--- config.mk ---
export PLATFORM = sky130hd
export DESIGN_NAME = tdg_sqrt
export DESIGN_NICKNAME = d
export VERILOG_FILES = /design/src/rtl/tdg_pkg.sv /design/src/rtl/tdg_sqrt.sv
export SDC_FILE = /design/constraint.sdc
export NUM_CORES = 2
export LEC_CHECK = 0
export BUFFER_PORTS_ARGS = -buffer_cell sky130_fd_sc_hd__buf_2
export CELL_PAD_IN_SITES_DETAIL_PLACEMENT = 1
export CELL_PAD_IN_SITES_GLOBAL_PLACEMENT = 2
export CORE_MARGIN = 3
export CORE_UTILIZATION = 42
export CTS_BUF_LIST = sky130_fd_sc_hd__clkbuf_16
export CTS_CLUSTER_SIZE = 24
export DETAILED_ROUTE_END_ITERATION = 10
export MAX_ROUTING_LAYER = met4
export PLACE_DENSITY_LB_ADDON = 0.1
export SLEW_MARGIN = 40
export SYNTH_ARGS = -nofsm -noshare
export SYNTH_HDL_FRONTEND = slang
export SYNTH_MEMORY_MAX_BITS = 65536
export SYNTH_SLANG_ARGS = --single-unit
--- constraint.sdc ---
create_clock -name clk -period 4.7 [get_ports clk]
set_input_delay 0.705 -clock clk [delete_from_list [all_inputs] [get_ports clk]]
set_output_delay 0.705 -clock clk [all_outputs]
set_load 0.05 [all_outputs]
--- src/rtl/tdg_pkg.sv ---
`timescale 1ns / 1ps
// ----------------------------------------------------------------------------
// tdg_pkg
// Shared widths, types and register codes of the torus distance/gradient unit.
// ----------------------------------------------------------------------------
package tdg_pkg;

	localparam int PT_W          = 32;
	localparam int RAD_W         = 31;
	localparam int D_W           = 33;
	localparam int MAG_W         = 32;
	localparam int RHO_W         = 33;
	localparam int E_W           = 34;
	localparam int AE_W          = 33;
	localparam int S_W           = 34;
	localparam int DEN_W         = 67;
	localparam int GRAD_W        = 16;
	localparam int CFG_IDX_W     = 3;
	localparam int GRAD_FRAC_DEF = 14;

	typedef enum logic [CFG_IDX_W-1:0] {
		REG_CENTER_X     = 3'd0,
		REG_CENTER_Y     = 3'd1,
		REG_CENTER_Z     = 3'd2,
		REG_MAJOR_RADIUS = 3'd3,
		REG_MINOR_RADIUS = 3'd4
	} cfg_reg_t;

	typedef struct packed {
		logic xneg;
		logic xnz;
		logic yneg;
		logic ynz;
		logic zpos;
	} sgn_t;

	typedef struct packed {
		logic [MAG_W-1:0] ax;
		logic [MAG_W-1:0] ay;
		logic [MAG_W-1:0] az;
		sgn_t             sgn;
	} side1_t;

	typedef struct packed {
		logic [RHO_W-1:0] rho;
		logic [AE_W-1:0]  ae;
		logic             eneg;
		logic             enz;
		logic             deg;
		side1_t           s1;
	} side2_t;

	typedef struct packed {
		logic            gneg;
		logic            deg;
		logic [PT_W-1:0] dist_val;
	} xside_t;

endpackage

--- src/rtl/tdg_sqrt.sv ---
`timescale 1ns / 1ps
// ----------------------------------------------------------------------------
// tdg_sqrt
// Pipelined floor square root, one result bit per stage, with side data.
// ----------------------------------------------------------------------------
module tdg_sqrt
	import tdg_pkg::*;
#(
	parameter int RW = RHO_W,
	parameter int SW = 1
) (
	input  logic            clk,
	input  logic            arst_n,
	input  logic            in_vld,
	input  logic [2*RW-1:0] in_val,
	input  logic [SW-1:0]   in_side,
	output logic            out_vld,
	output logic [RW-1:0]   out_root,
	output logic [SW-1:0]   out_side
);

	localparam int VW = 2 * RW;

	logic            vld_s  [RW];
	logic [VW-1:0]   val_s  [RW];
	logic [RW+1:0]   rem_s  [RW];
	logic [RW-1:0]   root_s [RW];
	logic [SW-1:0]   side_s [RW];

	for (genvar i = 0; i < RW; i++) begin : g_stage
		logic          vld_in;
		logic [VW-1:0] val_in;
		logic [RW+1:0] rem_in;
		logic [RW-1:0] root_in;
		logic [SW-1:0] side_in;
		logic [RW+1:0] rem_sh;
		logic [RW+1:0] trial;
		logic          take;

		if (i == 0) begin : g_first
			assign vld_in  = in_vld;
			assign val_in  = in_val;
			assign rem_in  = '0;
			assign root_in = '0;
			assign side_in = in_side;
		end else begin : g_next
			assign vld_in  = vld_s[i-1];
			assign val_in  = val_s[i-1];
			assign rem_in  = rem_s[i-1];
			assign root_in = root_s[i-1];
			assign side_in = side_s[i-1];
		end

		assign rem_sh = {rem_in[RW-1:0], val_in[VW-1-2*i -: 2]};
		assign trial  = {root_in, 2'b01};
		assign take   = rem_sh >= trial;

		always_ff @(posedge clk or negedge arst_n) begin
			if (!arst_n) begin
				vld_s[i] <= 1'b0;
			end else begin
				vld_s[i] <= vld_in;
			end
		end

		always_ff @(posedge clk) begin
			val_s[i]  <= val_in;
			rem_s[i]  <= take ? rem_sh - trial : rem_sh;
			root_s[i] <= {root_in[RW-2:0], take};
			side_s[i] <= side_in;
		end
	end

	assign out_vld  = vld_s[RW-1];
	assign out_root = root_s[RW-1];
	assign out_side = side_s[RW-1];

endmodule

## After elaboration in Yosys (flattened, before gate mapping)

Memories as Yosys holds them, arrays and structs flattened.
Cells that the tools add are included.

- Bitwise operators: 0
- Multiplexer cells: 33
- Add/sub/neg operators: 33
- Multipliers: 0
- $lt $le $gt $ge: 33
- Reductions and logical operators: 0
- Shift operators: 0
- Equality and inequality tests: 0
- Divide/modulo/power cells: 0

Operator list:

| cell | count |
|---|---|
| 35-bit 2-to-1 mux | 33 |
| 35-bit greater-or-equal comparator | 32 |
| 35-bit subtractor | 32 |
| 2-bit by 1-bit subtractor with 3-bit output (second input constant) | 1 |
| 2-bit by 1-bit greater-or-equal comparator with 1-bit output (second input constant) | 1 |

- Bits in latches: 0
- Input bits: 70
- Logic and storage cells: 136
- Memories: 4
- Output and inout port bits: 35
- Memory bits (writable): 4,455
- Bits in registers: 33
- Bits in read-only memories: 0

Memory list:

| memory | depth | bits a word | rd ports | clocked after memory_dff | wr ports | RTL line | source |
|---|---|---|---|---|---|---|---|
| val_s | 33 | 66 | 32 | 0 | 33 | tdg_sqrt.sv:25 | `logic [VW-1:0] val_s [RW];` |
| rem_s | 33 | 35 | 32 | 0 | 33 | tdg_sqrt.sv:26 | `logic [RW+1:0] rem_s [RW];` |
| root_s | 33 | 33 | 33 | 0 | 33 | tdg_sqrt.sv:27 | `logic [RW-1:0] root_s [RW];` |
| side_s | 33 | 1 | 33 | 0 | 33 | tdg_sqrt.sv:28 | `logic [SW-1:0] side_s [RW];` |

## Longest topological paths before layout

An unclocked memory read counts as a cell.

- Depth in word-level cells: 3
- Depth in mapped cells: 15
- Depth with buffers taken out: 13

## Worst setup path after synthesis

Ideal clock, no wire load.

- Kind: register to register
- Start point: mem root_s[23][4] in the netlist's numbering
- End point: mem rem_s[0][868] in the netlist's numbering
- Setup slack: 1.382 ns
- Cell stages (with the launch flop): 14
- Clock period less this slack: 3.318 ns
- Setup time: 0.115 ns
- Arrival time: 3.203 ns
- Path through: dfxtp_1 inv_1 ha_1 a211o_1 a21oi_1 o22ai_1 a2111oi_0 o31ai_1 a31oi_1 o21ai_1 or3b_2 buf_2 clkbuf_1 and2_1

RTL lines:

| item | RTL line |
|---|---|
| from (decl) | tdg_sqrt.sv:27 |
| to (decl) | tdg_sqrt.sv:26 |

==> run_results.csv <==
group,metric,value,unit
global_route,antenna_found_initial,9,
clock_network,clk_latency,900,ps
floorplanning,num_rows,175,
placed_design,dp_slack,480,ps
drt,drcViolationCount,0,
synth,synth_nets,10109,
drt,drt-initial-drc-count,2634,
floorplanning,die_w,487,um
drt,postRouteAntennaNets,0,
clock_network,numClockSinks,2690,
synth,yosysSeqAreaShare,55.7,%
clock_network,tritoncts,"built",
global_route,grt_pass1_wl,371000,um
drt,routed_via_density,5.02,
synth,synthArstFlopShare,1.23,%
worst_hold_path,holdPathEnd,"val_s[0][495]",
drt,wl_per_cell,17.7,um
worst_hold_path,min-delay-start,"val_s[0][429]",
timing,period_minus_slack,4140,ps
timing,fmax,242,MHz
worst_setup_path,r2r_start,"root_s[23][4]",
final_layout,most-common-layout-cells,"dfxtp_1, inv_1, ha_1, a21oi_1, nor2_1",
synth,synth_xor_area_share,7.41,%
synth,synth_seq_cells,2690,
global_route,grt_pass1_vias,68841,
worst_setup_path,r2r_cells,13,
synth,synthAdderAreaFrac,7.67,%
global_route,grt_max_degree,62,
final_layout,layout-drive-gt1-share,7.53,%
worst_setup_path,ff2ff_setup_slack,560,ps
floorplanning,fp.dieArea,237000,um2
global_route,gr-total-overflow,0,
timing,fin_skew,70.5,ps
timing,finalSetupViolations,0,
clock_network,numCtsBuffers,295,
worst_setup_path,start_kind,"flop",
clock_network,cts-root-buf,"clkbuf_16",
synth,yosys_most_used_dff,"dfxtp_1",
synth,muxShareOfSynthArea,1.15,%
worst_setup_path,slowest_delay,650,ps
global_route,grt_usage,19.8,%
worst_setup_path,worstPathCellList,"inv_1, ha_1, a211o_1, a21oi_1, o22ai_1, a2111oi_1, buf_4, o31ai_1, a31oi_1, o21ai_1, or3b_2, buf_12, mux2_2",
placed_design,numPortBuffers,104,
timing,setup_tns,0,ps
drt,vias,65268,
drt,wirelength,230000,um
final_layout,nets,10441,
timing,timing.slew.headroom,42.7,%
worst_hold_path,hold_depth,0,
clock_network,post_cts_buffers,0,
synth,synthDistinctLibCells,94,
timing,worstMarginPinSlew,851,ps
clock_network,clk_pin_slew,60,ps
power_and_ir_drop,ir_drop,0.000332,V
timing,maxSlewViolCount,0,
power_and_ir_drop,p_per_area,559,nW/um2
worst_setup_path,path_max_fanout,37,
worst_setup_path,crit_path_end_kind,"flop",
synth,syn_avg_cell_area,10.3,um2
timing,rsz0062_at_grt,"false",
synth,synth-compound-area-share,12.1,%
worst_setup_path,required,5460,ps
clock_network,cts-htree-levels,5,
floorplanning,io_pins,105,
final_layout,layout_commonest_cell,"dfxtp_1",
synth,syn_inst,9444,
worst_setup_path,path_delay_family,"compound AO/OA/AOI/OAI gates",
timing,hold_viol,0,
drt,drt_pass1_iterations,5,
timing,whs,292,ps
placed_design,place_hpwl,174000,um
synth,yosys.area_share.simple,12.3,%
floorplanning,die-height,487,um
timing,setup_ws,560,ps
synth,synth_top_family_by_area,"simple AND/OR/NAND/NOR gates",
synth,synth-edff-count,0,
worst_setup_path,critPathSlowestCell,"or3b_2",
flow_run,maxCapViolations,0,
clock_network,clock_path_buffers,4,
worst_hold_path,worst_hold_path_type,"reg2reg",
synth,synth_warnings,0,
worst_setup_path,r2r_end,"rem_s[0][855]",
floorplanning,core_area,229000,um2
synth,synthesis.area,97000,um2
worst_setup_path,critPathBufInv,3,
worst_setup_path,arrival,4900,ps
floorplanning,start_util,42.4,%
power_and_ir_drop,totalPowerFinal,62.0,mW
worst_setup_path,worstSetupPathType,"reg2reg",
power_and_ir_drop,p_leak,52.3,nW
timing,fin_crit_sh,88.1,%
placed_design,place.gp.congestion,0.844,
final_layout,area_delta_synth_final,14.3,%
run_status,status,"finished clean",
final cells by class:
type | instances | area [um2]
Sequential cell | 2690 | 54000
Clock inverter | 205 | 1670
Clock buffer | 298 | 7460
Fill cell | 24952 | 118000
Timing Repair Buffer | 214 | 1580
Multi-Input combinational cell | 5812 | 39500
Tap cell | 3009 | 3760
Inverter | 763 | 2860
Antenna cell | 3 | 7.51
cell families (layout without fill, tap and decap cells):
logic type,count (synthesis),count (layout)
and+or+nand+nor,2394,2394
buffers and inverters,942,1480
adders and majority gates,595,595
xor gates and xnor gates,821,821
DFF,2690,2690
muxes,100,100
AOI/OAI and AO/OA,1901,1901
other,1,4
Yosys cell counts (129+ instances only):
cell      instances  area [um2]
a21o_1          256        1920
nand3_1         152         761
nor3_1          223        1120
nand2_1         572        2150
dfxtp_1        2657       53200
xor2_1          401        3510
o21ai_0         520        2600
a21oi_1         585        2930
inv_1           763        2860
ha_1            595        7440
xnor2_1         420        3680
clkbuf_1        150         563
nor2_1          584        2190
nand2b_1        129         807
worst register-to-register path: stages, from the launching register on:
cell and delay [ps]:
dfxtp_1 320, inv_1 40, ha_1 330, a211o_1 320, a21oi_1 180, o22ai_1 130, a2111oi_1 650, buf_4 230
o31ai_1 130, a31oi_1 310, o21ai_1 180, or3b_2 650, buf_12 240, mux2_2 300
through the flow:
step | std cells | util, % | instance area, um2
detailed placement | 12418 | 44.2 | 101000
floorplan | 9444 | - | 97000
CTS | 12991 | 48.5 | 111000
global placement | 12418 | 44.2 | 101000
global route | 12993 | 48.5 | 111000
finish | 12994 | 48.5 | 111000
flip-flops by register name, summed over array words and instances (netlist names):
register and cells:
root_s 561, g_stage.vld_in 32, val_s 1056, out_vld 1, rem_s 1007, side_s 33
routing by layer:
metal  track usage [%]  vias up  wire length [um]
met4              5.39        0              5880
met3              2.43      399              5740
met1              23.3    31310            100000
met5                 -        -                 0
li1                  -    32874                 -
met2              35.6      685            118000
worst max-delay path by stage:
stage / to / start / cells after the start / slack (ps)
final: rem_s[0][855] / root_s[23][4] / 13 / 560
after global routing: rem_s[0][771] / root_s[21][1] / 12 / 310
after CTS: rem_s[0][855] / root_s[23][4] / 13 / 420
after detailed placement: rem_s[0][844] / root_s[23][4] / 13 / 480
after global placement: rem_s[0][844] / root_s[23][4] / 13 / 570
after floorplan: rem_s[0][868] / root_s[23][4] / 13 / 1380
power by group:
part / internal, mW / switching [mW] / leakage [nW] / total [mW]
registers: 26.6 / 2.99 / 22.6 / 29.6
logic: 4.62 / 5.97 / 25.0 / 10.6
clock network: 12.9 / 8.93 / 4.64 / 21.8
timing repair:
| item | CTS | global route |
|---|---|---|
| gates resized for setup | 0 | 0 |
| hold endpoints to repair | 102 | 0 |
| hold buffers | 70 | 0 |
(Power assumes the default switching activity.)
