### src/rtl/tdg_pkg.sv
`timescale 1ns / 1ps
// ----------------------------------------------------------------------------
// tdg_pkg
// Shared widths, types and register codes of the torus distance/gradient unit.
// ----------------------------------------------------------------------------
package tdg_pkg;

	localparam int PT_W          = 32;
	localparam int RAD_W         = 31;
	localparam int D_W           = 33;
	localparam int MAG_W         = 32;
	localparam int RHO_W         = 33;
	localparam int E_W           = 34;
	localparam int AE_W          = 33;
	localparam int S_W           = 34;
	localparam int DEN_W         = 67;
	localparam int GRAD_W        = 16;
	localparam int CFG_IDX_W     = 3;
	localparam int GRAD_FRAC_DEF = 14;

	typedef enum logic [CFG_IDX_W-1:0] {
		REG_CENTER_X     = 3'd0,
		REG_CENTER_Y     = 3'd1,
		REG_CENTER_Z     = 3'd2,
		REG_MAJOR_RADIUS = 3'd3,
		REG_MINOR_RADIUS = 3'd4
	} cfg_reg_t;

	typedef struct packed {
		logic xneg;
		logic xnz;
		logic yneg;
		logic ynz;
		logic zpos;
	} sgn_t;

	typedef struct packed {
		logic [MAG_W-1:0] ax;
		logic [MAG_W-1:0] ay;
		logic [MAG_W-1:0] az;
		sgn_t             sgn;
	} side1_t;

	typedef struct packed {
		logic [RHO_W-1:0] rho;
		logic [AE_W-1:0]  ae;
		logic             eneg;
		logic             enz;
		logic             deg;
		side1_t           s1;
	} side2_t;

	typedef struct packed {
		logic            gneg;
		logic            deg;
		logic [PT_W-1:0] dist_val;
	} xside_t;

endpackage

### src/rtl/tdg_div.sv
`timescale 1ns / 1ps
// ----------------------------------------------------------------------------
// tdg_div
// Pipelined unit quotient round(num * 2^G / den), clamped to 2^G, one
// quotient bit per stage, with side data.
// ----------------------------------------------------------------------------
module tdg_div
	import tdg_pkg::*;
#(
	parameter int NW = DEN_W,
	parameter int G  = GRAD_FRAC_DEF,
	parameter int SW = 1
) (
	input  logic          clk,
	input  logic          arst_n,
	input  logic          in_vld,
	input  logic [NW-1:0] num,
	input  logic [NW-1:0] den,
	input  logic [SW-1:0] in_side,
	output logic          out_vld,
	output logic [G:0]    quot,
	output logic [SW-1:0] out_side
);

	localparam logic [G+1:0] ONE = (G+2)'(1) << G;

	logic          vld_p;
	logic          clamp_p;
	logic [NW-1:0] num_p;
	logic [NW-1:0] den_p;
	logic [SW-1:0] side_p;

	logic          vld_s   [G+1];
	logic          clamp_s [G+1];
	logic [NW-1:0] r_s     [G+1];
	logic [G:0]    q_s     [G+1];
	logic [NW-1:0] den_s   [G+1];
	logic [SW-1:0] side_s  [G+1];

	logic          rnd;
	logic [G+1:0]  qf;

	always_ff @(posedge clk or negedge arst_n) begin
		if (!arst_n) begin
			vld_p <= 1'b0;
		end else begin
			vld_p <= in_vld;
		end
	end

	always_ff @(posedge clk) begin
		clamp_p <= {1'b0, num} >= {den, 1'b0};
		num_p   <= num;
		den_p   <= den;
		side_p  <= in_side;
	end

	for (genvar j = 0; j <= G; j++) begin : g_stage
		logic          vld_in;
		logic          clamp_in;
		logic [NW:0]   rr;
		logic [NW:0]   rn;
		logic [G:0]    q_in;
		logic [NW-1:0] den_in;
		logic [SW-1:0] side_in;
		logic          ge;

		if (j == 0) begin : g_first
			assign vld_in   = vld_p;
			assign clamp_in = clamp_p;
			assign rr       = {1'b0, num_p};
			assign q_in     = '0;
			assign den_in   = den_p;
			assign side_in  = side_p;
		end else begin : g_next
			assign vld_in   = vld_s[j-1];
			assign clamp_in = clamp_s[j-1];
			assign rr       = {r_s[j-1], 1'b0};
			assign q_in     = q_s[j-1];
			assign den_in   = den_s[j-1];
			assign side_in  = side_s[j-1];
		end

		assign ge = rr >= {1'b0, den_in};
		assign rn = ge ? rr - {1'b0, den_in} : rr;

		always_ff @(posedge clk or negedge arst_n) begin
			if (!arst_n) begin
				vld_s[j] <= 1'b0;
			end else begin
				vld_s[j] <= vld_in;
			end
		end

		always_ff @(posedge clk) begin
			clamp_s[j] <= clamp_in;
			r_s[j]     <= rn[NW-1:0];
			q_s[j]     <= (G+1)'({q_in, ge});
			den_s[j]   <= den_in;
			side_s[j]  <= side_in;
		end
	end

	assign rnd = {r_s[G], 1'b0} >= {1'b0, den_s[G]};
	assign qf  = {1'b0, q_s[G]} + (G+2)'(rnd);

	always_ff @(posedge clk or negedge arst_n) begin
		if (!arst_n) begin
			out_vld <= 1'b0;
		end else begin
			out_vld <= vld_s[G];
		end
	end

	always_ff @(posedge clk) begin
		quot     <= (clamp_s[G] || qf > ONE) ? ONE[G:0] : qf[G:0];
		out_side <= side_s[G];
	end

endmodule

### config.mk
export PLATFORM = sky130hd
export DESIGN_NAME = tdg_div
export DESIGN_NICKNAME = d
export VERILOG_FILES = /design/src/rtl/tdg_pkg.sv /design/src/rtl/tdg_div.sv
export SDC_FILE = /design/constraint.sdc
export NUM_CORES = 2
export LEC_CHECK = 0
export BUFFER_PORTS_ARGS = -buffer_cell sky130_fd_sc_hd__buf_2
export CAP_MARGIN = 25
export CORE_UTILIZATION = 34
export DETAILED_ROUTE_END_ITERATION = 12
export PLACE_DENSITY = 0.55
export SKIP_LAST_GASP = 1
export SLEW_MARGIN = 15
export SYNTH_ARGS = -nofsm -noshare
export SYNTH_HDL_FRONTEND = slang
export SYNTH_SLANG_ARGS = --single-unit
### constraint.sdc
create_clock -name clk -period 8.9 [get_ports clk]
set_clock_uncertainty 0.15 [all_clocks]
set_input_delay 0.89 -clock clk [delete_from_list [all_inputs] [get_ports clk]]
set_output_delay 0.89 -clock clk [all_outputs]
set_load 0.1 [all_outputs]
# Yosys cells after proc, flatten, opt, wreduce, memory -nomap -nowiden
# Memories as Yosys holds them, arrays and structs flattened. A register that Yosys moved wholly into a read port is not among the register bits.
# Index checks and enable logic that the tools add are counted.
# word_totals
ram_bits	2265
in_bits	138
elab_cells	77
memories	5
register_bits	168
out_inout_bits	17
# classes
n_reduce_logical	1
addsub	16
mux	15
magnitude_cmp	18
# mem_list
memory	words	word_bits	read_ports	rd_ports_with_merged_regs	write_ports	line	source
den_s	15	67	15	0	15	tdg_div.sv:37	logic [NW-1:0] den_s [G+1];
r_s	15	67	15	0	15	tdg_div.sv:35	logic [NW-1:0] r_s [G+1];
q_s	15	15	15	0	15	tdg_div.sv:36	logic [G:0] q_s [G+1];
clamp_s	15	1	15	0	15	tdg_div.sv:34	logic clamp_s [G+1];
side_s	15	1	15	1	15	tdg_div.sv:38	logic [SW-1:0] side_s [G+1];
# op_table
cell	count
greater-or-equal comparator 68 x 67 -> 1 bit	15
2-to-1 mux 67 bit	15
subtractor 67 bit	15
greater-or-equal comparator 67 x 68 -> 1 bit	1
greater-or-equal comparator 67 bit	1
adder 15 x 1 -> 16 bit	1
greater-than comparator 16 x 15 -> 1 bit (second input constant)	1
logical OR 1 bit	1

# Depth between registers and ports, before layout
# An unclocked memory read counts as a cell.
# depth
depth_word	5
mapped_depth	29

# Worst setup path after synthesis
# OpenSTA, ideal clock, no wires.
# synth_timing
path_type	register to register
startpoint	mem den_s[14][13] (netlist name)
endpoint	reg quot[14]
stages_incl_launch_ff	29
arrival_time_ns	4.025
setup_time_ns	0.123
path_buffers	0
setup_slack_ns	4.602
path_cell_list	dfxtp_1 > inv_1 > ha_1 > a21o_1 > a21oi_1 > nor2b_1 > o21ai_0 > nand2b_1 > a21oi_1 > nor2b_1 > o21ai_0 > nand2_1 > nand2_1 > a31oi_1 > nor2_1 > o311ai_0 > ha_1 > and2_1 > and3_1 > nand2_1 > inv_1 > and3_1 > nand2_1 > nor2_1 > nand2_1 > xnor2_1 > a21o_1 > a31o_2 > or2_2
# synth_rtl
element	line	source
start: declaration	tdg_div.sv:37	
end signal: assignment	tdg_div.sv:116	quot <= (clamp_s[G] || qf > ONE) ? ONE[G:0] : qf[G:0];
end: declaration	tdg_div.sv:21	output logic [G:0] quot,

==> flow_metrics.py <==
metrics = {
    "power_and_ir_drop": {
        "p_sw_uw": 23300,
        "p_comb_share_pct": 52.0,
        "p_seq_share_pct": 27.9,
        "peakVddDrop_v": 0.000247,
        "clkPwrFrac_pct": 20.1,
        "p_leak_uw": 0.0631,
        "internal_power_uw": 32600,
        "p_per_area_nw_per_um2": 410,
        "switching_share_pct": 41.7,
    },
    "placed_design": {
        "dp_hpwl_microns": 251000,
        "placedCellCount": 18600,
        "finalWeightedCongestion": 0.954,
        "io_buffers": 154,
        "pre_cts_ws_ns": 3.21,
    },
    "sta": {
        "tightest_slew_ns": 1.13,
        "fin_ws_ns": 3.23,
        "slew_headroom_pct": 24.3,
        "post-route-period-util_pct": 63.7,
        "finalCriticalPeriod_ns": 5.67,
        "max_freq_mhz": 176,
        "slew_violations": 0,
        "finalHoldViolations": 0,
        "tns_ns": 0,
        "rsz0062_at_grt": "false",
        "setup_viol": 0,
    },
    "cells_and_area": {
        "fillers": 36000,
        "syn2layout_area_growth_pct": 12.7,
        "drive_gt1_share_pct": 6.36,
        "fin_nets": 15500,
        "fin_cells": 19200,
    },
    "floorplan": {
        "start_util_pct": 34.2,
        "die_h_microns": 598,
        "rows": 218,
        "fp.dieArea_sq_um": 358000,
        "ios": 155,
        "core-area_sq_um": 353000,
        "die_x_microns": 598,
    },
    "grt": {
        "grt_pass1_wl_microns": 499000,
        "grt_overflow": 0,
        "antenna_found_initial": 3,
        "grt_pass1_vias": 93500,
        "grt_max_degree": 133,
        "grt_use_total_pct": 17.1,
    },
    "worst_hold_path": {
        "holdCritStartpoint": "q_s[9][4]",
        "min_to": "q_s[10][5]",
        "hold_class": "flop to flop",
        "whs_path_depth": 0,
    },
    "routing": {
        "ant_nets": 0,
        "drt_iter0_markers": 5351,
        "drt-pass1-iter-count": 6,
        "vias": 94600,
        "drt-total-wl_microns": 316000,
        "wl_per_cell_microns": 16.5,
        "route.detailed.vias_per_inst": 4.94,
        "drc": 0,
    },
    "clock_network": {
        "clk_latency_ns": 0.89,
        "ctsRootBufferMaster": "clkbuf_16",
        "postCtsSetupRepairBufs": 0,
        "numCtsBuffers": 265,
        "cts_buffer_depth": 4,
        "cts_tree": "built",
        "clock-sinks": 2329,
        "path_clk_slew_ns": 0.06,
        "cts_resized": 0,
        "htreeDepth": 5,
    },
    "worst_setup_path": {
        "rr_endpoint": "r_s[1][351]",
        "r2r_start": "den_s[12][2]",
        "critPathLaunchType": "flop",
        "reg2regPathDepth": 16,
        "crit_type": "flop to flop",
        "crit_fanout": 58,
        "cp.arrival_ns": 6.30,
        "crit_path_end_kind": "flop",
        "rrSetupSlack_ns": 3.23,
        "critPathRequiredTime_ns": 9.53,
    },
    "synth": {
        "synthTopCellsByCount": "2312 x dfxtp_1, 1657 x a21oi_1, 1417 x inv_1",
        "synth_top_area_share_pct": 38.3,
        "netlist_top_cells_area": "dfxtp_1 38%, ha_1 12%, a21oi_1 6.9%",
        "ys_ff_latch": 2329,
        "synth_cells": 14200,
        "synth_edf_count": 0,
        "yosys_most_used_dff": "dfxtp_1",
        "ys_warn_count": 0,
        "syn-num-nets": 15500,
        "ys_seq_area_share_pct": 38.6,
        "synth_cell_types": 99,
        "yosysTopAreaCell": "dfxtp_1",
        "netlist_area_sq_um": 121000,
        "ys_async_sr_fraction_pct": 0.730,
        "yosysMostFrequentCell": "dfxtp_1",
        "syn_area_per_cell_sq_um": 8.53,
    },
    "run_status": {
        "outcome": "finished clean",
    },
    "flow_run": {
        "drv_cap": 0,
    },
}
per-stage QoR:
stage / total power, uW / hold slack (ns) / area (sq um) / util, %
3_3_place_gp: 44500 / 0.160 / 126000 / 35.6
3_5_place_dp: 44400 / 0.162 / 126000 / 35.6
5_1_grt: 60300 / 0.153 / 136000 / 38.6
2_1_floorplan: 37500 / 0.160 / 121000 / -
4_1_cts: 56100 / 0.147 / 136000 / 38.6
6_report: 55800 / 0.149 / 136000 / 38.6
state kept, by name, summed over array words and instances, names as in the netlist:
register	count
den_p	67
out_side	1
out_vld	1
g_stage.vld_in	15
side_s	15
clamp_p	1
r_s	1005
vld_s	1
num_p	67
q_s	120
g_stage.side_in	1
clamp_s	15
den_s	1005
quot	15
worst max-delay path: stages (launching register included):
cell	delay, ns
dfxtp_1	0.32
inv_1	0.05
ha_1	0.31
nor2b_1	0.15
o21a_1	0.18
o21ai_1	0.20
a21oi_1	0.17
o31ai_1	0.60
nand2_2	0.22
a221oi_4	0.37
o21ai_2	0.16
a31o_2	0.33
a21oi_4	0.26
o21a_4	0.44
clkinv_2	0.66
buf_4	0.56
mux2_4	0.37
repair_timing:
item	CTS	global route
setup endpoints to repair	0	0
hold buffers	137	0
endpoints found under the hold margin	154	0
logic make-up after synthesis:
kind of cell               Yosys count  synth area share (%)
AOI/OAI and AO/OA                 4222                  21.4
and+or+nand+nor                   3346                  12.9
DFF                               2329                  38.6
buffers and inverters             1958                  6.25
adders and majority gates         1154                  12.0
xor gates and xnor gates           939                  6.80
muxes                              216                  2.02
area by class of cell:
| class | count | area, sq um | area share [%] |
|---|---|---|---|
| multi-input cells | 9877 | 66800 | 49.0 |
| repair buffers | 333 | 2540 | 1.86 |
| diodes | 1 | 2.50 | 0.00184 |
| clock inverters | 99 | 1450 | 1.07 |
| well taps | 4730 | 5920 | 4.34 |
| flip-flops and latches | 2329 | 46700 | 34.3 |
| inverters | 1420 | 5330 | 3.91 |
| clock buffers | 366 | 7560 | 5.55 |
how the worst max path moves through the flow:
stage / start / end / slack, ns / cells after the start
after floorplan: den_s[14][13] / quot[14] / 4.60 / 28
after global placement: den_s[12][2] / r_s[1][351] / 3.25 / 16
after detailed placement: den_s[12][2] / r_s[1][351] / 3.21 / 16
after CTS: den_s[14][5] / quot[14] / 3.16 / 26
after global routing: den_s[14][5] / quot[14] / 2.95 / 26
final: den_s[12][2] / r_s[1][351] / 3.23 / 16
power by group through the flow:
stage                     registers, uW  clock network (uW)  logic (uW)
after floorplan                   15100                   0       22400
after global placement            15800                   0       28600
final                             15600               11200       29000
after global routing              15900               12100       32400
after CTS                         15600               11600       28900
after detailed placement          15800                   0       28600
cell usage in the layout (no fill, tap or decap), types with 188 or more instances in the layout:
cell	Yosys	layout
a21o_1	730	730
a21oi_1	1657	1657
clkbuf_16	0	272
dfxtp_1	2312	2312
ha_1	1139	1139
inv_1	1417	1417
mux2_2	200	200
nand2_1	971	971
nand3_1	189	188
nand4_1	344	344
nor2_1	1076	1076
o21ai_0	849	849
o21bai_1	189	189
xnor2_1	523	523
xor2_1	416	416
metal layers:
layer / share of wire (%) / GRT usage, % / up-vias / routed length [microns]
li1: - / - / 49200 / -
met3: 3.0 / 1.66 / 705 / 9630
met2: 45 / 28.8 / 1890 / 143000
met1: 46 / 21.6 / 42800 / 146000
met4: 5.6 / 9.02 / 0 / 17800
met5: 0 / 0 / - / 0
(Power assumes the default switching activity.)
